--- src/rtl/kmgr_pkg.sv ---
// ----------------------------------------------------------------------------
// kmgr_pkg
// Shared constants and types for the key matrix ghost resolver.
// ----------------------------------------------------------------------------
package kmgr_pkg;

  localparam int unsigned ROWS       = 8;
  localparam int unsigned COLS       = 8;
  localparam int unsigned MAX_ROUNDS = 17;
  localparam int unsigned RND_W      = $clog2(MAX_ROUNDS);

  localparam logic [COLS-1:0] ON_BIT = 8'h80;
  localparam int unsigned     ON_IDX = 7;

  localparam logic ST_IDLE = 1'b0;
  localparam logic ST_RUN  = 1'b1;

  typedef struct packed {
    logic [COLS-1:0] col_low;
    logic            row_low;
  } lane_res_t;

  typedef struct packed {
    logic [COLS-1:0] next_a;
    logic [ROWS-1:0] next_b;
    logic            changed;
  } merge_res_t;

endpackage

--- src/rtl/kmgr_lane.sv ---
// ----------------------------------------------------------------------------
// kmgr_lane
// One row of the matrix: spreads low levels across that row's closed switches.
// ----------------------------------------------------------------------------
module kmgr_lane (
  input  logic [kmgr_pkg::COLS-1:0] closed,
  input  logic                      row_low,
  input  logic [kmgr_pkg::COLS-1:0] low_a,
  output kmgr_pkg::lane_res_t       res
);
  import kmgr_pkg::*;

  always_comb begin
    res.col_low = row_low ? closed : '0;
    res.row_low = |(closed & low_a);
  end

endmodule

--- src/rtl/kmgr_merge.sv ---
// ----------------------------------------------------------------------------
// kmgr_merge
// Combines the row lanes into the next line levels and flags any change.
// ----------------------------------------------------------------------------
module kmgr_merge (
  input  logic [kmgr_pkg::COLS-1:0] low_a,
  input  logic [kmgr_pkg::ROWS-1:0] low_b,
  input  kmgr_pkg::lane_res_t       lanes [kmgr_pkg::ROWS],
  output kmgr_pkg::merge_res_t      res
);
  import kmgr_pkg::*;

  logic [COLS-1:0] a_acc;
  logic [ROWS-1:0] b_acc;

  always_comb begin
    a_acc = low_a;
    b_acc = low_b;
    for (int r = 0; r < ROWS; r++) begin
      a_acc    = a_acc | lanes[r].col_low;
      b_acc[r] = b_acc[r] | lanes[r].row_low;
    end
    res.next_a  = a_acc;
    res.next_b  = b_acc;
    res.changed = (a_acc != low_a) || (b_acc != low_b);
  end

endmodule

--- src/rtl/key_matrix_ghost_resolver.sv ---
// ----------------------------------------------------------------------------
// key_matrix_ghost_resolver
// Resolves the Port A read value of an undioded key matrix, ghost keys included.
// ----------------------------------------------------------------------------
// Timing: from the accepting edge, propagation rounds run with all rows in
//   parallel until stable or until MAX_ROUNDS rounds have run.
// Flow: one transaction at a time; start is taken again in the cycle
//   the result is shown.
// Reset: rst_n clears the sequencer and the strobe; no other state.
// The receiver cannot stall: each result is strobed for exactly one cycle.
module key_matrix_ghost_resolver (
  input  logic        clk,
  input  logic        rst_n,
  input  logic        start,
  output logic        busy,
  input  logic [63:0] in_key_open_bits,
  input  logic [7:0]  in_pa_direction,
  input  logic [7:0]  in_pa_output_latch,
  input  logic [7:0]  in_pb_direction,
  input  logic [7:0]  in_pb_output_latch,
  input  logic        in_on_key_down,
  output logic        out_valid,
  output logic [7:0]  out_pa_pin_level,
  output logic [7:0]  out_pa_read_value
);
  import kmgr_pkg::*;

  logic                  state_r, state_nxt;
  logic [RND_W-1:0]      rnd_r, rnd_nxt;
  logic                  out_valid_r, out_valid_nxt;
  logic [63:0]           open_r;
  logic [COLS-1:0]       dira_r, lata_r;
  logic                  on_r;
  logic [COLS-1:0]       low_a_r, low_a_nxt;
  logic [ROWS-1:0]       low_b_r, low_b_nxt;
  logic [COLS-1:0]       pin_r, pin_nxt;
  logic [COLS-1:0]       rd_r, rd_nxt;
  logic                  accept;
  logic                  done;
  logic [COLS-1:0]       fin_a;
  lane_res_t             lanes [ROWS];
  merge_res_t            mres;

  assign busy   = (state_r == ST_RUN);
  assign accept = start && !busy;

  for (genvar r = 0; r < ROWS; r++) begin : g_lane
    kmgr_lane u_lane (
      .closed  (~open_r[COLS*r +: COLS]),
      .row_low (low_b_r[r]),
      .low_a   (low_a_r),
      .res     (lanes[r])
    );
  end

  kmgr_merge u_merge (
    .low_a (low_a_r),
    .low_b (low_b_r),
    .lanes (lanes),
    .res   (mres)
  );

  assign done  = !mres.changed || (rnd_r == RND_W'(MAX_ROUNDS - 1));
  assign fin_a = on_r ? (mres.next_a | ON_BIT) : mres.next_a;

  always_comb begin
    state_nxt     = state_r;
    rnd_nxt       = rnd_r;
    out_valid_nxt = 1'b0;
    low_a_nxt     = low_a_r;
    low_b_nxt     = low_b_r;
    pin_nxt       = pin_r;
    rd_nxt        = rd_r;
    case (state_r)
      ST_IDLE: begin
        if (accept) begin
          state_nxt = ST_RUN;
          rnd_nxt   = '0;
          low_a_nxt = ~(in_pa_direction | in_pa_output_latch);
          low_b_nxt = ROWS'(~(in_pb_direction | in_pb_output_latch));
        end
      end
      ST_RUN: begin
        low_a_nxt = mres.next_a;
        low_b_nxt = mres.next_b;
        rnd_nxt   = rnd_r + RND_W'(1);
        if (done) begin
          state_nxt      = ST_IDLE;
          out_valid_nxt  = 1'b1;
          pin_nxt        = ~fin_a;
          rd_nxt         = (~fin_a & dira_r) | (lata_r & ~dira_r);
          rd_nxt[ON_IDX] = ~on_r;
        end
      end
      default: begin
        state_nxt = ST_IDLE;
      end
    endcase
  end

  always_ff @(posedge clk) begin
    if (!rst_n) begin
      state_r     <= ST_IDLE;
      rnd_r       <= '0;
      out_valid_r <= 1'b0;
    end else begin
      state_r     <= state_nxt;
      rnd_r       <= rnd_nxt;
      out_valid_r <= out_valid_nxt;
    end
  end

  always_ff @(posedge clk) begin
    if (accept) begin
      open_r <= in_key_open_bits;
      dira_r <= in_pa_direction;
      lata_r <= in_pa_output_latch;
      on_r   <= in_on_key_down;
    end
    low_a_r <= low_a_nxt;
    low_b_r <= low_b_nxt;
    pin_r   <= pin_nxt;
    rd_r    <= rd_nxt;
  end

  assign out_valid         = out_valid_r;
  assign out_pa_pin_level  = pin_r;
  assign out_pa_read_value = rd_r;

  a_strobe_single: assert property (@(posedge clk) disable iff (!rst_n)
    out_valid_r |=> !out_valid_r)
    else $error("result strobe held for two cycles");

  a_strobe_idle: assert property (@(posedge clk) disable iff (!rst_n)
    out_valid_r |-> (state_r == ST_IDLE))
    else $error("result shown while resolver is running");

  a_round_bound: assert property (@(posedge clk) disable iff (!rst_n)
    busy |-> (rnd_r < RND_W'(MAX_ROUNDS)))
    else $error("propagation round count overran");

  a_low_grows: assert property (@(posedge clk) disable iff (!rst_n)
    (busy && $past(busy)) |-> ((low_a_r & $past(low_a_r)) == $past(low_a_r)))
    else $error("a low column level was lost during propagation");

  a_on_bit: assert property (@(posedge clk) disable iff (!rst_n)
    out_valid_r |-> (rd_r[ON_IDX] == !on_r) && (!on_r || !pin_r[ON_IDX]))
    else $error("ON key bit wrong in result");

endmodule
--- config.mk ---
export PLATFORM = sky130hd
export DESIGN_NAME = key_matrix_ghost_resolver
export DESIGN_NICKNAME = d
export VERILOG_FILES = /design/src/rtl/kmgr_pkg.sv /design/src/rtl/kmgr_lane.sv /design/src/rtl/kmgr_merge.sv /design/src/rtl/key_matrix_ghost_resolver.sv
export SDC_FILE = /design/constraint.sdc
export NUM_CORES = 1
export LEC_CHECK = 0
export ABC_AREA = 1
export BUFFER_PORTS_ARGS = -buffer_cell sky130_fd_sc_hd__buf_4
export CAP_MARGIN = 20
export CORE_MARGIN = 2
export CORE_UTILIZATION = 54
export CTS_CLUSTER_SIZE = 8
export DETAILED_ROUTE_END_ITERATION = 7
export PLACE_DENSITY = 0.9
export SYNTH_ARGS = -nofsm -noshare
export SYNTH_HDL_FRONTEND = slang
export SYNTH_SLANG_ARGS = --single-unit
--- constraint.sdc ---
create_clock -name clk -period 3.5 [get_ports clk]
set_clock_uncertainty 0.05 [all_clocks]
set_input_delay 0.7 -clock clk [delete_from_list [all_inputs] [get_ports clk]]
set_output_delay 0.7 -clock clk [all_outputs]
set_load 0.01 [all_outputs]
; ---- Yosys cells after proc, flatten, opt, wreduce, memory -nomap -nowiden
; Cells that the tools add are included.
[op_classes]
add_sub_neg = 1
n_eq_ne = 4
mux = 19
n_bitwise = 43
reduce_logical = 15
[ops]
columns = op, n
row1 = 8-bit two-way mux, 11
row2 = 8-bit inverter, 11
row3 = 8-bit bitwise OR, 10
row4 = 8-bit AND, 8
row5 = 8-bit OR reduction, 8
row6 = 8-bit case mux with 2 select lines, 2
row7 = 8-bit != test, 2
row8 = 7-bit AND, 2
row9 = 5-bit case mux with 2 select lines, 1
row10 = 1-bit bitwise OR, 8
row11 = 7-bit inverter, 1
row12 = 7-bit bitwise OR, 1
row13 = 5-bit by 1-bit adder with 5-bit output (second input constant), 1
row14 = 5-bit == test (second input constant), 1
row15 = 5-bit two-way mux, 1
row16 = 2-bit AND reduction, 2
row17 = 1-bit two-way mux, 3
row18 = 1-bit zero test, 2
row19 = 1-bit logical OR, 2
row20 = 2-bit != test (second input constant), 1
row21 = 1-bit inverter, 2
row22 = 1-bit case mux with 2 select lines, 1
row23 = 1-bit logical AND, 1
[word_totals]
register_bits = 118
inputBits = 100
output_inout_bits = 18
word_cells = 93

; ---- Depth between registers and ports, before layout
; Gate-level depths: netlist (run 1).
[logic_depth]
word_depth = 16
mapped_depth = 12

; ---- Modules after synthesis
; Synthesis (run 1) repeated with hierarchy kept, for this count alone.
[unflattened]
hier_cells = 645
hier_area_um2 = 5723.0
[modules_own_cells]
columns = module, n_inst, cells_each, area_each_um2
row1 = key_matrix_ghost_resolver, 1, 284, 4276.6
row2 = kmgr_lane, 8, 32, 121.4
row3 = kmgr_merge, 1, 105, 475.5

; ---- Worst setup path before layout (run 1)
; Ideal clock, no wire load.
[synth_path]
path_type = input to register
from = input start
to = register dira_r[0], enable pin
setup_ns = 0.433
arrival_ns = 2.333
path_slack_ns = 0.684
path_stages = 2
path_cell_list = nand2_1 > inv_1
[synth_between]
elab_chain_len = 1
[synth_rtl]
columns = element, line_no
row1 = start: declaration, key_matrix_ghost_resolver.sv:14  ; input logic start,
row2 = 1-bit logical AND, key_matrix_ghost_resolver.sv:45  ; assign accept = start && !busy;
row3 = net accept, key_matrix_ghost_resolver.sv:38  ; logic accept;
row4 = end signal: assignment, key_matrix_ghost_resolver.sv:116  ; dira_r <= in_pa_direction;
row5 = end: declaration, key_matrix_ghost_resolver.sv:32  ; logic [COLS-1:0] dira_r, lata_r;
; The timed path passes the listed nets, and every way through them passes these cells.
; A chain may end at the register's enable or synchronous reset.

; ---- Final worst setup path (run 1)
[layout_path]
from = register state_r (netlist: busy)
to = register open_r[52], enable pin
[layout_between]
elab_chain_len = 2
[layout_rtl]
columns = element, line_no
row1 = start: declaration, key_matrix_ghost_resolver.sv:28  ; logic state_r, state_nxt;
row2 = start signal: assignment, key_matrix_ghost_resolver.sv:107  ; state_r <= state_nxt;
row3 = 1-bit zero test, key_matrix_ghost_resolver.sv:45
row4 = 1-bit logical AND, key_matrix_ghost_resolver.sv:45
row5 = net accept, key_matrix_ghost_resolver.sv:38
row6 = end signal: assignment, key_matrix_ghost_resolver.sv:115  ; open_r <= in_key_open_bits;
row7 = end: declaration, key_matrix_ghost_resolver.sv:31  ; logic [63:0] open_r;
; The timed path passes the listed nets, and every way through them passes these cells.

==> results of run 1 <==
==> flip-flops by register name, indices dropped and copies added (netlist names), 5 cells and up <==
register and count:
out_pa_pin_level 8, rnd_r 5, open_r 64, low_a_r 8, out_pa_read_value 8, low_b_r 8
dira_r 7, lata_r 7
==> worst paths after layout <==
kind / slack (ns) / startpoint / depth (start not counted) / to
min reg2reg: 0.43 / rnd_r[4] / 1 / rnd_r[4]
max: 0.85 / busy / 4 / open_r[52]
max reg2reg: 0.85 / busy / 4 / open_r[52]
min: 0.31 / in_key_open_bits[20] / 1 / open_r[20]
==> synthesized netlist by cell type, types with 3 or more instances <==
cell	number
a21oi_1	14
clkbuf_1	3
nor2_2	7
o21ai_1	25
o21ai_0	22
nor2_1	54
dfxtp_1	7
inv_1	72
edfxtp_1	111
nand3_1	4
nand3_2	4
inv_2	16
buf_6	5
nand2_2	4
nand2_1	147
o31ai_1	16
==> stage by stage <==
| stage | setup slack, ns | instance area (um2) | std cells | hold WS [ns] |
|---|---|---|---|---|
| CTS | 0.849 | 6870 | 794 | 0.296 |
| global placement | 0.916 | 6260 | 762 | 0.404 |
| detailed placement | 0.851 | 6260 | 762 | 0.410 |
| floorplan | 0.684 | 5250 | 520 | 0.386 |
| global route | 0.663 | 6870 | 794 | 0.286 |
| finish | 0.855 | 6870 | 794 | 0.307 |
==> power breakdown <==
group / internal (mW) / leakage, nW / total (mW) / switching [mW]
clock: 1.16 / 0.296 / 1.80 / 0.642
sequential: 1.64 / 1.13 / 1.72 / 0.0766
combinational: 0.159 / 1.69 / 0.393 / 0.234
total: 2.96 / 3.12 / 3.91 / 0.952
==> cell usage in the layout (no fill, tap or decap), drive strengths merged <==
master / netlist / final
nand2: 151 / 151
buf: 5 / 121
edfxtp: 111 / 111
inv: 88 / 91
nor2: 61 / 61
o21ai: 47 / 47
clkbuf: 3 / 18
o31ai: 16 / 16
a21oi: 14 / 14
nand3: 8 / 8
dfxtp: 7 / 7
clkinv: 1 / 6
bufinv: 0 / 4
a211oi: 2 / 2
ha: 2 / 2
clkinvlp: 0 / 2
o21bai: 1 / 1
nor4: 1 / 1
o211ai: 1 / 1
nor3: 1 / 1
==> area by class of cell <==
class / instances / area share, %
clock buffer: 18 / 6.08
clock inverter: 14 / 2.88
inverter: 89 / 4.86
multi-input combinational: 305 / 20.1
sequential: 118 / 50.5
tap: 129 / 2.35
timing repair buffer: 121 / 13.2
==> logic make-up (layout without fill, tap and decap cells) <==
family,after synthesis,count (layout),synth area share (%)
AO/OA/AOI/OAI,81,81,8.74
adder cells (fa/ha/maj),2,2,0.476
buffers and inverters,97,242,7.64
flip-flops,118,118,66.1
AND/OR/NAND/NOR,222,222,17.0
==> metal layers <==
| metal | vias up | global-route usage [%] | routed length, um |
|---|---|---|---|
| met5 | - | 0 | 0 |
| met4 | 0 | 13.5 | 546 |
| met3 | 47 | 6.71 | 1190 |
| met2 | 272 | 45.0 | 6500 |
| met1 | 1961 | 36.3 | 5390 |
| li1 | 1978 | - | - |
==> impl_metrics.py, run 1 <==
metrics = {
    "detailed_routing": {
        "postRouteAntennaNets": 0,
        "vias": 4258,
        "drt_first_iter_violations": 325,
        "routed_wl_um": 13600,
        "residual_drc_count": 0,
        "routed_wire_length_per_instance_um": 17.2,
        "route.detailed.vias_per_inst": 5.36,
        "detail_route.first_pass.iterations": 5,
    },
    "cts": {
        "clk_pin_slew_ns": 0.06,
        "postCtsSetupBuffers": 0,
        "tritoncts": "yes",
        "cts_made_buffers": 17,
        "clock_insertion_delay_worst_skew_ns": 0.52,
        "cts_buffer_depth": 2,
        "cts-root-buf": "clkbuf_8",
        "clock_sinks": 118,
        "post_cts.resized_instances": 0,
        "holdBufCountCts": 0,
        "ctsHtreeMaxLevel": 4,
    },
    "power": {
        "totalPowerFinal_mw": 3.91,
        "peak_ir_drop_on_the_vdd_network_uv": 381,
        "pwr_cell_area_nw_per_um2": 570,
        "lkg_pwr_nw": 3.12,
    },
    "timing": {
        "final_period_minus_worst_setup_slack_ns": 2.65,
        "fmax_ghz": 0.378,
        "finalHoldViolations": 0,
        "slew_violations": 0,
        "worst_pin_slew_ns": 0.779,
        "setup_viol": 0,
        "timing.final.crit_share_pct": 75.6,
        "maxSlewHeadroom_pct": 48.0,
        "rsz0062_at_grt": "no",
        "final.setup.tns_ns": 0,
    },
    "floorplanning": {
        "design.die.area_um2": 10500,
        "dieWidth_um": 103,
        "start_util_pct": 56.3,
        "std_cell_rows": 35,
        "die_height_um": 103,
        "io_pins": 118,
        "coreArea_um2": 9330,
    },
    "placed_design": {
        "detailed_place_hpwl_um": 9800,
        "gpl.final_weighted_congestion": 1.01,
        "portbufs": 117,
    },
    "worst_setup_path": {
        "critPathSlowestCell": "dfxtp_1",
        "critPathTopFamily": "buffers and inverters",
        "cp_data_arrival_time_ns": 2.77,
        "crit_type": "flip-flop to flip-flop",
        "critical_path_peak_fanout": 31,
        "required_time_worst_endpoint_ns": 3.63,
        "cp_num_buf_inv": 3,
        "critical_path.cell_chain": "inv_2 > nand2_1 > inv_2 > buf_4",
        "worst_setup_path_start_kind": "flip-flop",
        "critPathMaxStageDelay_ns": 0.56,
        "path_common_cell": "inv_2",
        "end_kind": "flip-flop",
    },
    "global_route": {
        "first_pass_grt_wire_length_um": 21700,
        "grt_antenna_before_repair": 0,
        "grt_start_max_net_pins": 32,
        "track_usage_pct": 28.1,
        "globalRouteOverflowTotal": 0,
        "grt_pass1_vias": 4332,
    },
    "layout": {
        "insertedDiodeCount": 0,
        "area_growth_pct": 30.8,
        "ff_latch_area_um2": 3470,
        "post_route_cells_drive_above_1_share_pct": 27.8,
        "multi_input_area_um2": 1380,
        "nNetsFinal": 754,
        "layout_fillers": 640,
        "finalCoreUtilization_pct": 73.7,
    },
    "job": {
        "max_cap_viol_count": 0,
    },
    "yosys": {
        "synth-seq-area-share_pct": 66.1,
        "synth.avg_cell_area_um2": 10.1,
        "synth_flop_cell": "edfxtp_1",
        "syn-num-nets": 622,
        "synth_async_reset_ratio_pct": 0,
        "synth.cell_area_um2": 5250,
        "synth_area_leaders": "edfxtp_1, nand2_1, inv_1",
        "synth_enable_flop_cells": 111,
        "netlist.area_leader.share_pct": 63.4,
        "leading_area_contributor_after_synthesis": "edfxtp_1",
        "yosysWarnings": 0,
        "synth.lib_cells_used.distinct": 23,
        "synthesis.instances": 520,
        "synth_seq_cells": 118,
    },
    "status": {
        "run_status": "complete, no violations",
    },
    "worst_hold_path": {
        "hold_path.class": "primary input to flip-flop",
    },
}
(Power assumes the default switching activity.)
==> inputs of run 2 (changes only) <==
==> constraint.sdc (replaced) <==
create_clock -name clk -period 2.6 [get_ports clk]
set_clock_uncertainty 0.05 [all_clocks]
set_input_delay 0.52 -clock clk [delete_from_list [all_inputs] [get_ports clk]]
set_output_delay 0.52 -clock clk [all_outputs]
set_load 0.01 [all_outputs]
==> impl_metrics.py, run 2 (synthesis gave the netlist of run 1 again) <==
metrics = {
    "detailed_routing": {
        "vias": 4262,
        "routed_wl_um": 14400,
        "residual_drc_count": 0,
        "met2WireLength_um": 7020,
        "detail_route.first_pass.iterations": 6,
        "postRouteAntennaNets": 0,
        "routed_wire_length_per_instance_um": 18.1,
        "route.detailed.vias_per_inst": 5.35,
        "drt_first_iter_violations": 418,
        "met1_length_um": 5600,
        "topRoutingLayerUsed": "met4",
        "wl_met3_um": 1340,
    },
    "timing": {
        "maxSlewHeadroom_pct": 58.4,
        "slew_violations": 0,
        "fmax_ghz": 0.409,
        "finalHoldViolations": 0,
        "final.setup.tns_ns": 0,
        "setup_viol": 0,
        "worst_pin_slew_ns": 0.624,
        "rsz0062_at_grt": "no",
        "timing.final.crit_share_pct": 94.1,
        "final_period_minus_worst_setup_slack_ns": 2.45,
    },
    "floorplanning": {
        "coreArea_um2": 9330,
        "design.die.area_um2": 10500,
        "std_cell_rows": 35,
        "io_pins": 118,
        "start_util_pct": 56.3,
        "die_height_um": 103,
        "dieWidth_um": 103,
    },
    "worst_setup_path": {
        "critPathSlowestCell": "edfxtp_1",
        "path_common_cell": "nand2_1",
        "worst_setup_path_start_kind": "flip-flop",
        "critical_path_peak_fanout": 16,
        "end_kind": "flip-flop",
        "critical_path.cell_chain": "inv_2 > o21ai_1 > nor2_1 > nand2_2 > nand2_1 > nand2_1 > nor2_2 > nand2_1 > o21bai_2 > inv_2 > nor2_1 > buf_4",
        "crit_type": "flip-flop to flip-flop",
        "cp_data_arrival_time_ns": 2.60,
        "critPathMaxStageDelay_ns": 0.54,
        "cp-startpoint": "low_a_r[6]",
        "timing.rr.start": "low_a_r[6]",
        "required_time_worst_endpoint_ns": 2.75,
    },
    "global_route": {
        "grt_antenna_before_repair": 0,
        "track_usage_pct": 29.2,
        "first_pass_grt_wire_length_um": 22000,
        "grt_pass1_vias": 4237,
        "grt_start_max_net_pins": 51,
        "globalRouteOverflowTotal": 0,
    },
    "cts": {
        "post_cts.resized_instances": 0,
        "cts_made_buffers": 17,
        "clk_pin_slew_ns": 0.06,
        "cts-root-buf": "clkbuf_8",
        "cts_buffer_depth": 2,
        "tritoncts": "yes",
        "ctsHtreeMaxLevel": 4,
        "clock_sinks": 118,
        "postCtsSetupBuffers": 0,
        "holdBufCountCts": 0,
        "clock_insertion_delay_worst_skew_ns": 0.52,
    },
    "worst_hold_path": {
        "hold_path_start": "in_key_open_bits[27]",
        "hold_path.class": "primary input to flip-flop",
    },
    "job": {
        "max_cap_viol_count": 0,
    },
    "power": {
        "peak_ir_drop_on_the_vdd_network_uv": 550,
        "lkg_pwr_nw": 3.12,
        "totalPowerFinal_mw": 5.24,
        "pwr_cell_area_nw_per_um2": 762,
    },
    "layout": {
        "finalCoreUtilization_pct": 73.7,
        "layout_fillers": 652,
        "nNetsFinal": 756,
        "finalInstanceArea_um2": 6870,
        "layout.cells.most_common_list": "nand2_1, buf_4, edfxtp_1, inv_1, nor2_1",
        "final_common_cell": "nand2_1",
        "area_growth_pct": 30.8,
        "insertedDiodeCount": 0,
        "largest_register": "open_r",
        "post_route_cells_drive_above_1_share_pct": 27.4,
        "largest_reg_flops": 64,
    },
    "placed_design": {
        "portbufs": 117,
        "gpl.final_weighted_congestion": 1.14,
        "placement.cell_area_um2": 6270,
        "detailed_place_hpwl_um": 10500,
    },
    "status": {
        "run_status": "complete, no violations",
    },
}
## run 2: cell count changes in the layout (fill, tap and decap cells not counted)
cell / change
inv_2: -1
inv_6: -3
clkinv_2: +1
clkbuf_1: +4
clkbuf_8: +1
clkinv_4: -2
buf_4: +2
## run 2: metrics by stage
stage / setup slack (ns) / hold slack, ns / std cells
floorplan: 0.240 / 0.386 / 520
global placement: 0.232 / 0.404 / 764
detailed placement: 0.236 / 0.415 / 764
CTS: 0.209 / 0.113 / 796
global route: 0.0891 / 0.106 / 796
finish: 0.155 / 0.128 / 796
## run 2: per-layer routing
metal	global-route usage, %	vias to the layer above
li1	-	1979
met1	37.4	1953
met2	47.6	284
met3	6.71	46
met4	13.3	0
met5	0	-
## run 2: critical path: cells and delay by family (launching register included)
| family | cells | cell delay (ns) |
|---|---|---|
| simple gates | 7 | 0.78 |
| flops | 1 | 0.54 |
| buf+inv | 3 | 0.51 |
| compound gates | 2 | 0.24 |
## run 2: path summary, 6_finish.rpt
kind,cells past startpoint,slack (ns),endpoint
setup / recovery,12,0.15,out_pa_read_value[7]
hold / removal,1,0.13,open_r[27]
setup reg to reg,12,0.15,out_pa_read_value[7]
hold reg to reg,1,0.43,rnd_r[4]
## run 2: layout make-up
class	instances	area (um2)	share of cell area, %
inverter	89	338	4.92
clock buffer	23	447	6.50
sequential	118	3470	50.5
multi-input combinational	305	1380	20.1
timing repair buffer	123	923	13.4
tap	129	161	2.35
clock inverter	9	151	2.20
## run 2: power breakdown
group / internal [mW] / switching (mW) / total [mW]
sequential: 2.21 / 0.105 / 2.31
clock: 1.58 / 0.808 / 2.39
combinational: 0.218 / 0.325 / 0.542
==> inputs of run 3 (changes only) <==
--- a/config.mk
+++ b/config.mk
@@ -12,7 +12,7 @@
 export CORE_UTILIZATION = 54
 export CTS_CLUSTER_SIZE = 8
 export DETAILED_ROUTE_END_ITERATION = 7
-export PLACE_DENSITY = 0.9
+export PLACE_DENSITY = 0.8
 export SYNTH_ARGS = -nofsm -noshare
 export SYNTH_HDL_FRONTEND = slang
 export SYNTH_SLANG_ARGS = --single-unit
==> impl_metrics.py, run 3 (synthesis gave the netlist of run 1 again) <==
metrics = {
    "status": {
        "run_status": "complete, no violations",
    },
    "cts": {
        "holdBufCountCts": 0,
        "cts_buffer_depth": 2,
        "ctsHtreeMaxLevel": 4,
        "clock_insertion_delay_worst_skew_ns": 0.53,
        "clk_pin_slew_ns": 0.06,
        "clock_sinks": 118,
        "postCtsSetupBuffers": 0,
        "cts-root-buf": "clkbuf_8",
        "cts_made_buffers": 17,
        "tritoncts": "yes",
        "post_cts.resized_instances": 0,
    },
    "layout": {
        "largest_register": "open_r",
        "post_route_cells_drive_above_1_share_pct": 27.9,
        "area_growth_pct": 30.7,
        "multi_input_area_um2": 1380,
        "finalInstanceArea_um2": 6870,
        "largest_reg_flops": 64,
        "nNetsFinal": 756,
        "layout.cells.most_common_list": "nand2_1, buf_4, edfxtp_1, inv_1, nor2_1",
        "final_common_cell": "nand2_1",
        "ff_latch_area_um2": 3470,
        "insertedDiodeCount": 0,
        "layout_fillers": 704,
    },
    "worst_setup_path": {
        "critPathMaxStageDelay_ns": 0.56,
        "worst_setup_path_start_kind": "flip-flop",
        "critical_path_peak_fanout": 16,
        "cp_data_arrival_time_ns": 2.63,
        "path_common_cell": "nand2_1",
        "crit_type": "flip-flop to flip-flop",
        "critical_path.cell_chain": "inv_2 > o21ai_1 > nor2_1 > nand2_2 > nand2_1 > nand2_1 > nor2_2 > nand2_1 > o21bai_2 > inv_2 > nor2_1 > buf_4",
        "cp_num_buf_inv": 3,
        "required_time_worst_endpoint_ns": 2.77,
        "end_kind": "flip-flop",
        "critPathTopFamily": "simple AND/OR/NAND/NOR gates",
        "critPathSlowestCell": "edfxtp_1",
    },
    "worst_hold_path": {
        "hold_path.class": "primary input to flip-flop",
    },
    "floorplanning": {
        "coreArea_um2": 9330,
        "dieWidth_um": 103,
        "design.die.area_um2": 10500,
        "std_cell_rows": 35,
        "start_util_pct": 56.3,
        "io_pins": 118,
        "die_height_um": 103,
    },
    "global_route": {
        "grt_antenna_before_repair": 0,
        "grt_start_max_net_pins": 46,
        "globalRouteOverflowTotal": 0,
        "track_usage_pct": 29.5,
        "grt_pass1_vias": 4219,
        "first_pass_grt_wire_length_um": 22000,
    },
    "power": {
        "lkg_pwr_nw": 3.11,
        "pwr_cell_area_nw_per_um2": 754,
        "internal_power_mw": 3.89,
        "total_switching_power_mw": 1.29,
        "p_clk_share_pct": 45.0,
        "peak_ir_drop_on_the_vdd_network_uv": 706,
        "power.share.sequential_pct": 44.6,
        "sw_frac_of_total_pct": 25.0,
        "comb_power_share_pct": 10.4,
    },
    "timing": {
        "final.hold.worst_slack_ns": 0.116,
        "setup_viol": 0,
        "finalHoldViolations": 0,
        "fmax_ghz": 0.406,
        "worst_pin_slew_ns": 0.562,
        "timing.final.crit_share_pct": 94.8,
        "rsz0062_at_grt": "no",
        "slew_violations": 0,
        "final_period_minus_worst_setup_slack_ns": 2.46,
        "final.setup.tns_ns": 0,
        "maxSlewHeadroom_pct": 62.5,
    },
    "job": {
        "max_cap_viol_count": 0,
    },
    "placed_design": {
        "detailed_place_hpwl_um": 10300,
        "placement.cell_area_um2": 6270,
        "gpl.final_weighted_congestion": 1.04,
        "portbufs": 117,
    },
    "detailed_routing": {
        "detail_route.first_pass.iterations": 5,
        "postRouteAntennaNets": 0,
        "routed_wl_um": 14500,
        "residual_drc_count": 0,
        "route.detailed.vias_per_inst": 5.28,
        "routed_wire_length_per_instance_um": 18.2,
        "drt_first_iter_violations": 320,
        "vias": 4200,
    },
}
==> run 3: cell count changes in the layout (fill, tap and decap cells not counted) <==
cell	before	now
bufinv_16	4	3
clkbuf_1	5	0
clkbuf_8	2	1
clkinv_1	1	3
clkinv_2	3	1
clkinv_4	1	3
clkinvlp_4	2	4
inv_6	0	3
==> run 3: path summary, 6_finish.rpt <==
check,startpoint,to,slack (ns),cells past startpoint
max,low_a_r[6],out_pa_pin_level[0],0.14,12
min,in_key_open_bits[55],open_r[55],0.12,1
max reg2reg,low_a_r[6],out_pa_pin_level[0],0.14,12
min reg2reg,rnd_r[3],rnd_r[3],0.42,1
==> run 3: power by group through the flow <==
stage          Clock, mW  Sequential (mW)  Combinational [mW]
2_1_floorplan          0             2.29               0.319
3_3_place_gp           0             2.34               0.519
3_5_place_dp           0             2.34               0.526
4_1_cts             2.36             2.31               0.532
5_1_grt             2.43             2.32               0.596
6_report            2.33             2.31               0.538
==> run 3: cell type report <==
class / count / area share, %
sequential: 118 / 50.6
multi-input combinational: 305 / 20.1
timing repair buffer: 123 / 13.4
clock buffer: 17 / 6.03
inverter: 89 / 4.92
clock inverter: 15 / 2.59
tap: 129 / 2.35
==> run 3: metal layers <==
metal | GRT usage (%) | vias to the layer above | share of wire (%)
met5 | 0 | - | 0
met3 | 7.66 | 47 | 8.7
met4 | 14.3 | 0 | 3.5
met1 | 36.6 | 1947 | 40
met2 | 48.3 | 229 | 48
li1 | - | 1977 | -
==> run 3: through the flow <==
step	worst slack [ns]	cells	utilization, %	power [mW]
floorplan	0.240	520	-	2.61
CTS	0.171	796	73.6	5.20
global route	0.00132	796	73.6	5.35
global placement	0.251	764	67.3	2.86
detailed placement	0.258	764	67.3	2.87
finish	0.136	796	73.6	5.18
